--- src/hw/rtl/pild_pkg.sv ---
// types and opcode constants for the instruction length decoder
// no dependencies
`timescale 1ns / 1ps

package pild_pkg;

  // prefix and opcode bytes
  localparam logic [7:0] PfxOpSize  = 8'h66;
  localparam logic [3:0] RexHigh    = 4'h4;
  localparam logic [7:0] OpEscape   = 8'h0F;
  localparam logic [7:0] OpNopLong  = 8'h1F;
  localparam logic [7:0] OpGrp1Ib   = 8'h83;
  localparam logic [7:0] OpGrp1Iz   = 8'h81;
  localparam logic [7:0] OpNop      = 8'h90;
  localparam logic [4:0] OpMovImmHi = 5'b10111;
  localparam logic [3:0] OpPushPop  = 4'h5;
  localparam logic [7:0] OpTest8    = 8'h84;
  localparam logic [7:0] OpTest     = 8'h85;
  localparam logic [7:0] OpLea      = 8'h8D;
  localparam logic [7:0] OpGrp4     = 8'hFE;
  localparam logic [7:0] OpGrp5     = 8'hFF;
  localparam logic [5:0] OpMovRmHi  = 6'b100010;

  // modrm mode field values
  localparam logic [1:0] ModIndir  = 2'd0;
  localparam logic [1:0] ModDisp8  = 2'd1;
  localparam logic [1:0] ModDisp32 = 2'd2;
  localparam logic [1:0] ModReg    = 2'd3;
  localparam logic [2:0] RmSib     = 3'd4;
  localparam logic [2:0] RmRipRel  = 3'd5;

  // one decode request
  typedef struct packed {
    logic [7:0] byte0;
    logic [7:0] byte1;
    logic [7:0] byte2;
    logic [7:0] byte3;
    logic [7:0] byte4;
    logic [4:0] available_bytes;
  } inst_t;

  // one decode result
  typedef struct packed {
    logic [3:0] length;
    logic       rip_relative;
    logic [2:0] disp_offset;
  } res_t;

endpackage

--- src/hw/rtl/pild_decode.sv ---
// combinational length decode of one instruction from its first five bytes
// depends on pild_pkg
`timescale 1ns / 1ps

module pild_decode (
  input  pild_pkg::inst_t req_i,
  output pild_pkg::res_t  rsp_o
);

  // byte select by index
  function automatic logic [7:0] pick(input pild_pkg::inst_t r, input logic [2:0] idx);
    logic [7:0] v;
    unique case (idx)
      3'd0:    v = r.byte0;
      3'd1:    v = r.byte1;
      3'd2:    v = r.byte2;
      3'd3:    v = r.byte3;
      3'd4:    v = r.byte4;
      default: v = 8'h00;
    endcase
    return v;
  endfunction

  logic [4:0] avail;
  logic       opsz;
  logic [2:0] rex_idx;
  logic [7:0] rex_byte;
  logic       rex;
  logic       wide;
  logic [2:0] op_idx;
  logic       op_ok;
  logic [7:0] op;
  logic [2:0] nxt_idx;
  logic       esc_ok;
  logic       is_simple;
  logic       is_movimm;
  logic       is_alu;
  logic       has_modrm;
  logic [4:0] imm;
  logic [2:0] mrm_idx;
  logic [7:0] mrm;
  logic [1:0] mode;
  logic [2:0] rm;
  logic       sib;
  logic       sib_bad;
  logic       rip;
  logic [4:0] span;
  logic [4:0] len;
  logic       ok;
  logic       rip_ok;

  assign avail = req_i.available_bytes;

  // prefixes: optional operand size, then optional rex
  assign opsz     = (req_i.byte0 == pild_pkg::PfxOpSize);
  assign rex_idx  = opsz ? 3'd1 : 3'd0;
  assign rex_byte = opsz ? req_i.byte1 : req_i.byte0;
  assign rex      = ({2'b00, rex_idx} < avail) && (rex_byte[7:4] == pild_pkg::RexHigh);
  assign wide     = rex && rex_byte[3];

  // opcode byte and the byte after it
  assign op_idx  = rex_idx + {2'b00, rex};
  assign op_ok   = ({2'b00, op_idx} < avail);
  assign op      = pick(req_i, op_idx);
  assign nxt_idx = op_idx + 3'd1;
  assign esc_ok  = (op == pild_pkg::OpEscape) && ({2'b00, nxt_idx} < avail)
                   && (pick(req_i, nxt_idx) == pild_pkg::OpNopLong);

  // opcode classes
  assign is_simple = (op[7:4] == pild_pkg::OpPushPop) || (op == pild_pkg::OpNop);
  assign is_movimm = (op[7:3] == pild_pkg::OpMovImmHi);
  assign is_alu    = (op[7:6] == 2'b00) && !op[2] && (op[5:4] != 2'b01);

  always_comb begin
    has_modrm = 1'b1;
    imm       = 5'd0;
    if (is_alu || op == pild_pkg::OpTest8 || op == pild_pkg::OpTest
        || op[7:2] == pild_pkg::OpMovRmHi || op == pild_pkg::OpLea
        || op == pild_pkg::OpGrp4 || op == pild_pkg::OpGrp5) begin
      imm = 5'd0;
    end else if (op == pild_pkg::OpGrp1Ib) begin
      imm = 5'd1;
    end else if (op == pild_pkg::OpGrp1Iz) begin
      imm = (opsz && !wide) ? 5'd2 : 5'd4;
    end else if (esc_ok) begin
      imm = 5'd0;
    end else begin
      has_modrm = 1'b0;
    end
  end

  // modrm byte and the sib / displacement bytes it implies
  assign mrm_idx = esc_ok ? (nxt_idx + 3'd1) : nxt_idx;
  assign mrm     = pick(req_i, mrm_idx);
  assign mode    = mrm[7:6];
  assign rm      = mrm[2:0];
  assign sib_bad = (mode == pild_pkg::ModIndir) && (rm == pild_pkg::RmSib);
  assign sib     = (mode != pild_pkg::ModReg) && (rm == pild_pkg::RmSib);
  assign rip     = (mode == pild_pkg::ModIndir) && (rm == pild_pkg::RmRipRel);

  always_comb begin
    span = 5'd1 + {4'd0, sib};
    unique case (mode)
      pild_pkg::ModIndir:  span = span + (rip ? 5'd4 : 5'd0);
      pild_pkg::ModDisp8:  span = span + 5'd1;
      pild_pkg::ModDisp32: span = span + 5'd4;
      pild_pkg::ModReg:    span = 5'd1;
      default:             span = 5'd1;
    endcase
  end

  // total length and the acceptance decision
  always_comb begin
    len = 5'd0;
    ok  = 1'b0;
    if (op_ok) begin
      priority if (is_simple) begin
        len = {2'b00, nxt_idx};
        ok  = 1'b1;
      end else if (is_movimm) begin
        len = {2'b00, nxt_idx} + (wide ? 5'd8 : (opsz ? 5'd2 : 5'd4));
        ok  = (len <= avail);
      end else if (has_modrm) begin
        len = {2'b00, mrm_idx} + span + imm;
        ok  = ({2'b00, mrm_idx} < avail) && !sib_bad && (len <= avail);
      end else begin
        ok  = 1'b0;
      end
    end
  end

  // rip-relative flag only on an accepted modrm form
  assign rip_ok = ok && !is_simple && !is_movimm && rip;

  assign rsp_o.length       = ok ? len[3:0] : 4'd0;
  assign rsp_o.rip_relative = rip_ok;
  assign rsp_o.disp_offset  = rip_ok ? (mrm_idx + 3'd1) : 3'd0;

endmodule

--- src/hw/rtl/prologue_instruction_length_decode.sv ---
// Instruction length decoder for a restricted x86-64 prologue subset.
//
// Request channel: drive req_i (five instruction bytes and the count of
// readable bytes) with start_i high; the request is taken at a rising edge
// where start_i is high and busy_o is low. busy_o is always low, so a new
// request can be taken at every clock edge.
// Result channel: done_o is high for exactly one cycle with rsp_o holding
// the length (0 when refused or truncated), the rip-relative flag and the
// offset of its disp32.
// Path: the request is registered in the input register at the accepting
// edge, decoded by one combinational pass and registered again in the result
// register; done_o is high while the result register holds the new result.
// Throughput: one request per cycle, set by the single registered decode pass.
// The receiver cannot stall; results are dropped onto the port without waiting.
// Reset: rst_ni low clears both valid flags at once; no result appears
// until a request has been taken after reset.
// depends on pild_pkg and pild_decode
`timescale 1ns / 1ps

module prologue_instruction_length_decode (
  input  logic            clk_i,
  input  logic            rst_ni,
  input  logic            start_i,
  output logic            busy_o,
  input  pild_pkg::inst_t req_i,
  output logic            done_o,
  output pild_pkg::res_t  rsp_o
);

  logic            in_vld_q;
  logic            in_vld_d;
  pild_pkg::inst_t in_q;
  pild_pkg::res_t  res_d;
  pild_pkg::res_t  res_q;
  logic            out_vld_q;

  // never blocks
  assign busy_o   = 1'b0;
  assign in_vld_d = start_i && !busy_o;

  // input register
  always_ff @(posedge clk_i or negedge rst_ni) begin
    if (!rst_ni) begin
      in_vld_q <= 1'b0;
    end else begin
      in_vld_q <= in_vld_d;
    end
  end

  always_ff @(posedge clk_i) begin
    if (in_vld_d) begin
      in_q <= req_i;
    end
  end

  // decode pass
  pild_decode u_decode (
    .req_i (in_q),
    .rsp_o (res_d)
  );

  // result register
  always_ff @(posedge clk_i or negedge rst_ni) begin
    if (!rst_ni) begin
      out_vld_q <= 1'b0;
    end else begin
      out_vld_q <= in_vld_q;
    end
  end

  always_ff @(posedge clk_i) begin
    if (in_vld_q) begin
      res_q <= res_d;
    end
  end

  assign done_o = out_vld_q;
  assign rsp_o  = res_q;

endmodule

--- config.mk ---
export PLATFORM = sky130hd
export DESIGN_NAME = prologue_instruction_length_decode
export DESIGN_NICKNAME = d
export VERILOG_FILES = /design/src/hw/rtl/pild_pkg.sv /design/src/hw/rtl/pild_decode.sv /design/src/hw/rtl/prologue_instruction_length_decode.sv
export SDC_FILE = /design/constraint.sdc
export NUM_CORES = 1
export LEC_CHECK = 0
export ABC_AREA = 1
export BUFFER_PORTS_ARGS = -buffer_cell sky130_fd_sc_hd__buf_2
export CAP_MARGIN = 20
export CELL_PAD_IN_SITES_DETAIL_PLACEMENT = 1
export CELL_PAD_IN_SITES_GLOBAL_PLACEMENT = 1
export CORE_ASPECT_RATIO = 1.5
export CORE_UTILIZATION = 43
export CTS_CLUSTER_DIAMETER = 200
export DETAILED_ROUTE_END_ITERATION = 8
export GPL_ROUTABILITY_DRIVEN = 0
export PLACE_DENSITY_LB_ADDON = 0.1
export SLEW_MARGIN = 20
export SYNTH_ARGS = -nofsm -noshare
export SYNTH_HDL_FRONTEND = slang
export SYNTH_SLANG_ARGS = --single-unit
--- constraint.sdc ---
create_clock -name clk_i -period 10.7 [get_ports clk_i]
set_clock_uncertainty 0.2 [all_clocks]
set_input_delay 1.605 -clock clk_i [delete_from_list [all_inputs] [get_ports clk_i]]
set_output_delay 1.605 -clock clk_i [all_outputs]
set_load 0.05 [all_outputs]
==> impl_metrics.tcl, run 1 <==
set metrics [dict create \
    status "complete, but fails checks" \
    violations "design-rule violations" \
    clkLatencyLatePin_ns 0.30 \
    drtAntennaViolNets 0 \
    use_met3_pct 2.780 \
    numCtsBuffers 5 \
    synth_area_leader_cell "edfxtp_1" \
    drtIter0Drc 153 \
    power.total_mw 0.5524 \
    cp_num_cells 42 \
    start_util_pct 44.11 \
    worst-slew-pin-transition_ns 0.9997 \
    ys_warn_count 0 \
    cts_hold_buf 0 \
    min_path_type "reg -> reg" \
    worst-path-buf-inv 7 \
    die_y_um 118.2 \
    firstDrtPassIters 6 \
    area_growth_pct 12.64 \
    slew_violations 0 \
    cts_buffer_depth 2 \
    first_global_vias 3490 \
    rows 42 \
    cpMostUsedCell "nand2_1" \
    p_per_area_nw_per_um2 126.7 \
    relSlewSlack_pct 33.35 \
    cts-root-buf "clkbuf_16" \
    finalSetupViolCount 0 \
    rrSetupSlack_ns 1.13 \
    leakage_nw 2.099 \
    crit_path_end_kind "flip-flop" \
    grt_first_pass_wirelength_um 17680 \
    crit_arrival_ns 9.53 \
    grt_start_max_net_pins 47 \
    r2r_cells 42 \
    yosys-top-cells-area "edfxtp_1, nand2_1, ha_1" \
    fin_crit_sh_pct 89.47 \
    port_buffers 56 \
    hpwl_um 8753 \
    avgSynthCellArea_um2 8.546 \
    dpl_cell_area_um2 4218 \
    fin_crit_ns 9.573 \
    clk_pin_slew_ns 0.07 \
    cp_max_fo 23 \
    final_common_cell "nand2_1" \
    ys_ff_latch 55 \
    via_per_inst 5.352 \
    ys.flop_type "edfxtp_1" \
    crit_family "adder cells" \
    h-tree-depth 2 \
    ctsResizeCount 0 \
    syn_inst 453 \
    wl_per_cell_um 17.63 \
    die_area_um2 9394 \
    vdd_drop_max_uv 90.94 \
    reg2reg_to "rsp_o[2]" \
    rsz0062_at_grt "no" \
    max_freq_mhz 104.5 \
    crit_type "reg -> reg" \
    globalRouteOverflowTotal 0 \
    synth_edf_count 53 \
    grtUsageMet1_pct 28.97 \
    instances_no_fill 619 \
    finalNetCount 590 \
    diodes 0 \
    most-common-layout-cells "nand2_1, inv_1, buf_2" \
    cp-startpoint "in_q[40]" \
    slowest_delay_ns 0.90 \
    vias 3313 \
    netlist_area_um2 3871 \
    drive_gt1_share_pct 19.65 \
    die_w_um 79.47 \
    drc 1 \
    synth-seq-area-share_pct 42.40 \
    grt_most_used_layer "met2" \
    finalHoldViolCount 0 \
    dp.cells 611 \
    grt_use_total_pct 25.24 \
    worst_ep_required_time_ns 10.66 \
    synth_top_area_share_pct 41.11 \
    r2r_start "in_q[40]" \
    synthArstFlopShare_pct 3.636 \
    syn_nets 535 \
    antenna_found_initial 0 \
    startpoint_type "flip-flop" \
    drt-total-wl_um 10910 \
    synth.distinct_cells 43 \
    ios 58 \
    pre_cts_slack_ns 1.153 \
    post-route-cell-area_um2 4360 \
    cts_tree "built" \
    core_um2 8776 \
    crit_end "rsp_o[2]" \
    layout_setup_ws_ns 1.127 \
    cp_slowest_cell "ha_1" \
    maxCapViolCount 0 \
    grt_util_met2_pct 44.87 \
    cts_setup_buffers 0 \
    fin_setup_tns_ns 0 \
    clock-sinks 55 \
]
-- through the flow --
stage | util [%] | hold WS [ns]
after floorplan | - | 0.3412
after global placement | 48.06 | 0.3837
after detailed placement | 48.06 | 0.3983
after CTS | 49.69 | 0.4079
after global routing | 49.69 | 0.4514
final | 49.69 | 0.3964
-- area by class of cell --
class                      count  area (um^2)
clock inverter                 3        17.52
timing repair buffer          58        295.3
fill                        1072         4415
clock buffer                   5        125.1
tap                          110        137.6
sequential                    55         1642
inverter                      69        259.0
multi-input combinational    319         1884
-- how the worst min path moves through the flow --
stage | from | to | slack, ns | depth (start not counted)
finish | in_vld_q | done_o | 0.40 | 0
global route | in_vld_q | done_o | 0.45 | 0
CTS | in_vld_q | done_o | 0.41 | 0
detailed placement | in_vld_q | done_o | 0.40 | 0
global placement | in_vld_q | done_o | 0.38 | 0
floorplan | in_vld_q | done_o | 0.34 | 0
-- cells in the mapped netlist (3+ instances only) --
cell type / n
nand2_1: 119
inv_1: 61
edfxtp_1: 53
nor2_1: 41
ha_1: 28
nand3_1: 28
nand4_1: 21
nand2_2: 9
a21oi_1: 8
inv_2: 8
o21ai_0: 7
fa_1: 6
nor2_2: 6
nor3_1: 6
buf_6: 5
nor2_4: 4
buf_4: 3
o21bai_1: 3
-- sequential cells by signal, summed over array words and instances, names as in the netlist --
signal    flops
done_o        1
in_q         45
in_vld_q      1
rsp_o         8
-- cell families (layout without fill, tap and decap cells) --
| logic type | after synthesis | count (layout) | share of synthesized area [%] |
|---|---|---|---|
| adder cells (fa/ha/maj) | 34 | 34 | 12.15 |
| other | 1 | 1 | 0.09687 |
| buffers and inverters | 79 | 135 | 8.920 |
| AND/OR/NAND/NOR | 244 | 244 | 29.51 |
| AO/OA/AOI/OAI | 38 | 38 | 6.465 |
| flip-flops | 55 | 55 | 42.40 |
| XOR/XNOR | 2 | 2 | 0.4526 |
-- metal layers --
metal / vias to the layer above / wire (um)
li1: 1610 / -
met1: 1582 / 4093
met2: 92 / 5922
met3: 29 / 396
met4: 0 / 501
met5: - / 0
-- power by group --
part / switching (mW) / leakage (nW) / internal (mW) / total [mW]
sequential: 0.0137 / 0.540 / 0.255 / 0.268
combinational: 0.0798 / 1.49 / 0.0426 / 0.122
clock: 0.0751 / 0.0716 / 0.0865 / 0.162
No activity file was read; power rests on OpenSTA's default activity.
==> run 2, diff against run 1 <==
--- a/config.mk
+++ b/config.mk
@@ -5,13 +5,13 @@
 export SDC_FILE = /design/constraint.sdc
 export NUM_CORES = 1
 export LEC_CHECK = 0
-export ABC_AREA = 1
+export ABC_AREA = 0
 export BUFFER_PORTS_ARGS = -buffer_cell sky130_fd_sc_hd__buf_2
 export CAP_MARGIN = 20
 export CELL_PAD_IN_SITES_DETAIL_PLACEMENT = 1
 export CELL_PAD_IN_SITES_GLOBAL_PLACEMENT = 1
 export CORE_ASPECT_RATIO = 1.5
-export CORE_UTILIZATION = 43
+export CORE_UTILIZATION = 45
 export CTS_CLUSTER_DIAMETER = 200
 export DETAILED_ROUTE_END_ITERATION = 8
 export GPL_ROUTABILITY_DRIVEN = 0
@@ -19,4 +19,5 @@
 export SLEW_MARGIN = 20
 export SYNTH_ARGS = -nofsm -noshare
 export SYNTH_HDL_FRONTEND = slang
+export SYNTH_HIERARCHICAL = 1
 export SYNTH_SLANG_ARGS = --single-unit
==> impl_metrics.tcl, run 2 <==
set metrics [dict create \
    status "finished, final reports clean" \
    start_util_pct 46.21 \
    ys.flop_type "edfxtp_1" \
    worst_ep_required_time_ns 10.64 \
    leakage_nw 1.699 \
    synth.distinct_cells 60 \
    cp_max_fo 19 \
    most-common-layout-cells "buf_2, edfxtp_1, inv_1" \
    via_per_inst 5.984 \
    cts-root-buf "clkbuf_16" \
    syn_nets 413 \
    ys_ff_latch 55 \
    finalSetupViolCount 0 \
    rsz0062_at_grt "no" \
    numCtsBuffers 5 \
    largest_reg_flops 45 \
    drtAntennaViolNets 0 \
    drtIter0Drc 178 \
    cpMostUsedCell "ha_1" \
    h-tree-depth 2 \
    synth_area_leader_cell "edfxtp_1" \
    hpwl_um 7813 \
    grt_start_max_net_pins 47 \
    synth-seq-area-share_pct 44.64 \
    yosys-top-cells-area "edfxtp_1, ha_1, fa_1" \
    worst-slew-pin-transition_ns 0.9543 \
    fin_crit_ns 9.957 \
    first_global_vias 3010 \
    avgSynthCellArea_um2 11.14 \
    final_common_cell "buf_2" \
    vdd_drop_max_uv 111.5 \
    drt-total-wl_um 9860 \
    post-route-cell-area_um2 4174 \
    finalHoldViolCount 0 \
    fin_crit_sh_pct 93.06 \
    cp_slowest_cell "fa_1" \
    hp-start "in_vld_q" \
    min_path_cells 0 \
    cts_buffer_depth 2 \
    cts_hold_buf 0 \
    firstDrtPassIters 7 \
    finalNetCount 469 \
    crit_type "reg -> reg" \
    ys_warn_count 6 \
    dpl_cell_area_um2 4013 \
    diodes 0 \
    cp-startpoint "in_q[3]" \
    vias 2944 \
    startpoint_type "flip-flop" \
    p_per_area_nw_per_um2 130.9 \
    netlist_area_um2 3677 \
    syn_inst 330 \
    synth_top_area_share_pct 43.28 \
    synth_edf_count 53 \
    die_y_um 112.7 \
    globalRouteOverflowTotal 0 \
    wl_per_cell_um 20.04 \
    core_um2 7958 \
    max_freq_mhz 100.4 \
    synth_common_cells "edfxtp_1, inv_1, ha_1" \
    slew_violations 0 \
    antenna_found_initial 0 \
    grt_first_pass_wirelength_um 15220 \
    die_area_um2 8545 \
    min_path_type "reg -> reg" \
    crit_arrival_ns 9.90 \
    clkLatencyLatePin_ns 0.30 \
    r2r_start "in_q[3]" \
    rows 40 \
    reg2reg_to "rsp_o[2]" \
    area_growth_pct 13.51 \
    drc 0 \
    yosysMostFrequentCell "edfxtp_1" \
    crit_path_end_kind "flip-flop" \
    clock-sinks 55 \
    die_w_um 75.81 \
    cts_tree "built" \
    maxCapViolCount 0 \
    grt_use_total_pct 24.65 \
    rrSetupSlack_ns 0.74 \
    fin_setup_tns_ns 0 \
    slowest_delay_ns 0.75 \
    port_buffers 56 \
    relSlewSlack_pct 36.38 \
    hold_end "done_o" \
    drive_gt1_share_pct 23.00 \
    clk_pin_slew_ns 0.07 \
    top_register "in_q" \
    synthArstFlopShare_pct 3.636 \
    r2r_cells 37 \
    ios 58 \
]
==> run 2: cell count changes after synthesis, moves of 14 or more <==
cell and change:
inv_1 -30, a21oi_1 +14, nand3_1 -18, nor2_1 -29, nand2_1 -102, nand4_1 -17
==> run 2: through the flow <==
step                      cells  utilization (%)  power [mW]  hold slack, ns  setup slack, ns
after floorplan             330                -      0.3460          0.3412            2.080
after global placement      483            50.42      0.3814          0.3785           0.8904
after detailed placement    483            50.42      0.3860          0.4004           0.6178
after CTS                   491            52.25      0.5486          0.4099           0.5116
after global routing        492            52.45      0.5698          0.4273          0.02859
final                       492            52.45      0.5463          0.4041           0.7425
==> run 2: report_power, final <==
group	internal (mW)	switching (mW)	leakage (nW)
clock network	0.0878	0.0746	0.0675
logic	0.0458	0.0696	1.09
registers	0.255	0.0138	0.540
total	0.388	0.158	1.70
==> run 2: worst max path at each step <==
| stage | endpoint | cells after the start |
|---|---|---|
| global route | rsp_o[1] | 37 |
| CTS | rsp_o[2] | 35 |
| global placement | rsp_o[2] | 35 |
| finish | rsp_o[2] | 37 |
| detailed placement | rsp_o[2] | 35 |
| floorplan | rsp_o[3] | 36 |
==> run 2: final cells by class <==
type | count | area (um^2)
fill | 894 | 3784
multi-input combinational | 232 | 1822
sequential | 55 | 1642
timing repair buffer | 61 | 317.8
tap | 105 | 131.4
clock buffer | 6 | 128.9
inverter | 31 | 116.4
clock inverter | 2 | 16.27
==> run 2: metal layers <==
layer	vias to the layer above	routed length (um)	global-route usage, %
li1	1387	-	-
met1	1427	3741	26.80
met2	101	5278	43.95
met3	29	369	3.562
met4	0	471	13.58
met5	-	0	0
==> run 2: critical path, delay by kind of cell (launching register included) <==
kind | cells | cell delay (ns)
buffers and inverters | 6 | 0.89
xor gates and xnor gates | 1 | 0.25
adders and majority gates | 8 | 3.27
AOI/OAI and AO/OA | 13 | 2.37
and+or+nand+nor | 9 | 2.35
DFF | 1 | 0.46
==> run 2: repair_timing <==
| item | CTS | global route |
|---|---|---|
| setup buffers | 0 | 1 |
| setup endpoints to repair | 0 | 8 |
| hold endpoints to repair | 0 | 0 |
| gates resized for setup | 0 | 2 |
==> run 2: cells by family (layout without fill, tap and decap cells) <==
group	Yosys count	count (layout)	share of synthesized area, %
compound gates	100	100	19.97
simple gates	86	86	13.34
flops	55	55	44.64
buf+inv	43	100	6.056
fa+ha+maj	35	35	13.13
mux	8	8	2.280
xor+xnor	2	2	0.4764
other cells	1	1	0.1020
==> run 3, diff against run 2 <==
--- a/config.mk
+++ b/config.mk
@@ -15,7 +15,7 @@
 export CTS_CLUSTER_DIAMETER = 200
 export DETAILED_ROUTE_END_ITERATION = 8
 export GPL_ROUTABILITY_DRIVEN = 0
-export PLACE_DENSITY_LB_ADDON = 0.1
+export PLACE_DENSITY = 0.91
 export SLEW_MARGIN = 20
 export SYNTH_ARGS = -nofsm -noshare
 export SYNTH_HDL_FRONTEND = slang
==> impl_metrics.tcl, run 3 (synthesis gave the netlist of run 2 again) <==
set metrics [dict create \
    status "finished, final reports clean" \
    core_um2 7958 \
    largest_reg_flops 45 \
    die_area_um2 8545 \
    relSlewSlack_pct 31.91 \
    drtIter0Drc 207 \
    clkLatencyLatePin_ns 0.29 \
    drt-total-wl_um 9861 \
    max_freq_mhz 99.43 \
    crit_type "reg -> reg" \
    cts-root-buf "clkbuf_16" \
    instances_no_fill 495 \
    worst-slew-pin-transition_ns 1.021 \
    worst-path-buf-inv 5 \
    numCtsBuffers 5 \
    slew_violations 0 \
    vdd_drop_max_uv 119.2 \
    grt_first_pass_wirelength_um 15610 \
    diodes 0 \
    antenna_found_initial 0 \
    rsz0062_at_grt "no" \
    cp_max_fo 26 \
    ios 58 \
    grt_start_max_net_pins 47 \
    clk_pin_slew_ns 0.06 \
    pre_cts_slack_ns 0.7506 \
    cts_buffer_depth 2 \
    finalHoldViolCount 0 \
    start_util_pct 46.21 \
    hpwl_um 7787 \
    whs_ns 0.3930 \
    port_buffers 56 \
    fin_setup_tns_ns 0 \
    firstDrtPassIters 6 \
    die_w_um 75.81 \
    leakage_nw 1.714 \
    rows 40 \
    final_common_cell "buf_2" \
    cp_slowest_cell "ha_1" \
    maxCapViolCount 0 \
    finalSetupViolCount 0 \
    dp.cells 484 \
    h-tree-depth 2 \
    most-common-layout-cells "buf_2, edfxtp_1, inv_1" \
    wl_per_cell_um 19.92 \
    drive_gt1_share_pct 22.56 \
    fin_crit_ns 10.06 \
    cpMostUsedCell "ha_1" \
    cts_tree "built" \
    area_growth_pct 13.64 \
    layout_setup_ws_ns 0.6423 \
    worst_ep_required_time_ns 10.62 \
    first_global_vias 3176 \
    clock-sinks 55 \
    grt_use_total_pct 24.97 \
    fin_crit_sh_pct 94.00 \
    via_per_inst 6.158 \
    drtAntennaViolNets 0 \
    top_register "in_q" \
    crit_family "adder cells" \
    min_path_type "reg -> reg" \
    crit_path_end_kind "flip-flop" \
    ctsResizeCount 0 \
    crit_arrival_ns 9.98 \
    finalNetCount 472 \
    die_y_um 112.7 \
    p_per_area_nw_per_um2 129.1 \
    drc 0 \
    slowest_delay_ns 0.80 \
    vias 3048 \
    startpoint_type "flip-flop" \
    globalRouteOverflowTotal 0 \
]
run 3: cell count changes in the layout (fill, tap and decap cells not counted), sizes merged:
cell and change:
buf +3, clkbuf +2, clkinvlp -1, inv -1
run 3: power by group:
part,switching (mW),internal (mW),leakage (nW),total [mW]
Combinational,0.0703,0.0468,1.11,0.117
Sequential,0.0136,0.255,0.540,0.269
Clock,0.0667,0.0871,0.0652,0.154
run 3: final timing paths:
| check | from | endpoint | slack, ns | cells after the start |
|---|---|---|---|---|
| min in group asynchronous | rst_ni | done_o | 0.88 | 1 |
| min reg2reg | in_vld_q | done_o | 0.39 | 0 |
| max | in_q[33] | rsp_o[2] | 0.64 | 34 |
| min | in_vld_q | done_o | 0.39 | 0 |
| max reg2reg | in_q[33] | rsp_o[2] | 0.64 | 34 |
| max in group asynchronous | rst_ni | in_vld_q | 9.32 | 1 |
run 3: area by class of cell:
type                            instances  area [um^2]
Tap cell                              105        131.4
Clock buffer                            8        136.4
Multi-Input combinational cell        232         1813
Inverter                               31        116.4
Timing Repair Buffer                   64        340.3
Fill cell                             881         3779
Sequential cell                        55         1642
run 3: per-layer routing:
metal,global-route usage (%),part of all wire (%)
met2,43.83,54
met1,25.15,36
met3,4.630,4.4
met5,0,0
met4,18.02,6.5
run 3: stage by stage:
step           power (mW)  utilization [%]  area (um^2)
3_3_place_gp       0.3785            50.52         4020
5_1_grt            0.5626            52.52         4179
2_1_floorplan      0.3460                -         3677
3_5_place_dp       0.3864            50.52         4020
4_1_cts            0.5403            52.23         4156
6_report           0.5395            52.52         4179
run 3: timing repair:
action / 4_1_cts / 5_1_grt
endpoints found under the setup margin: 0 / 4
buffers inserted: 0 / 3
hold buffers: 0 / 0
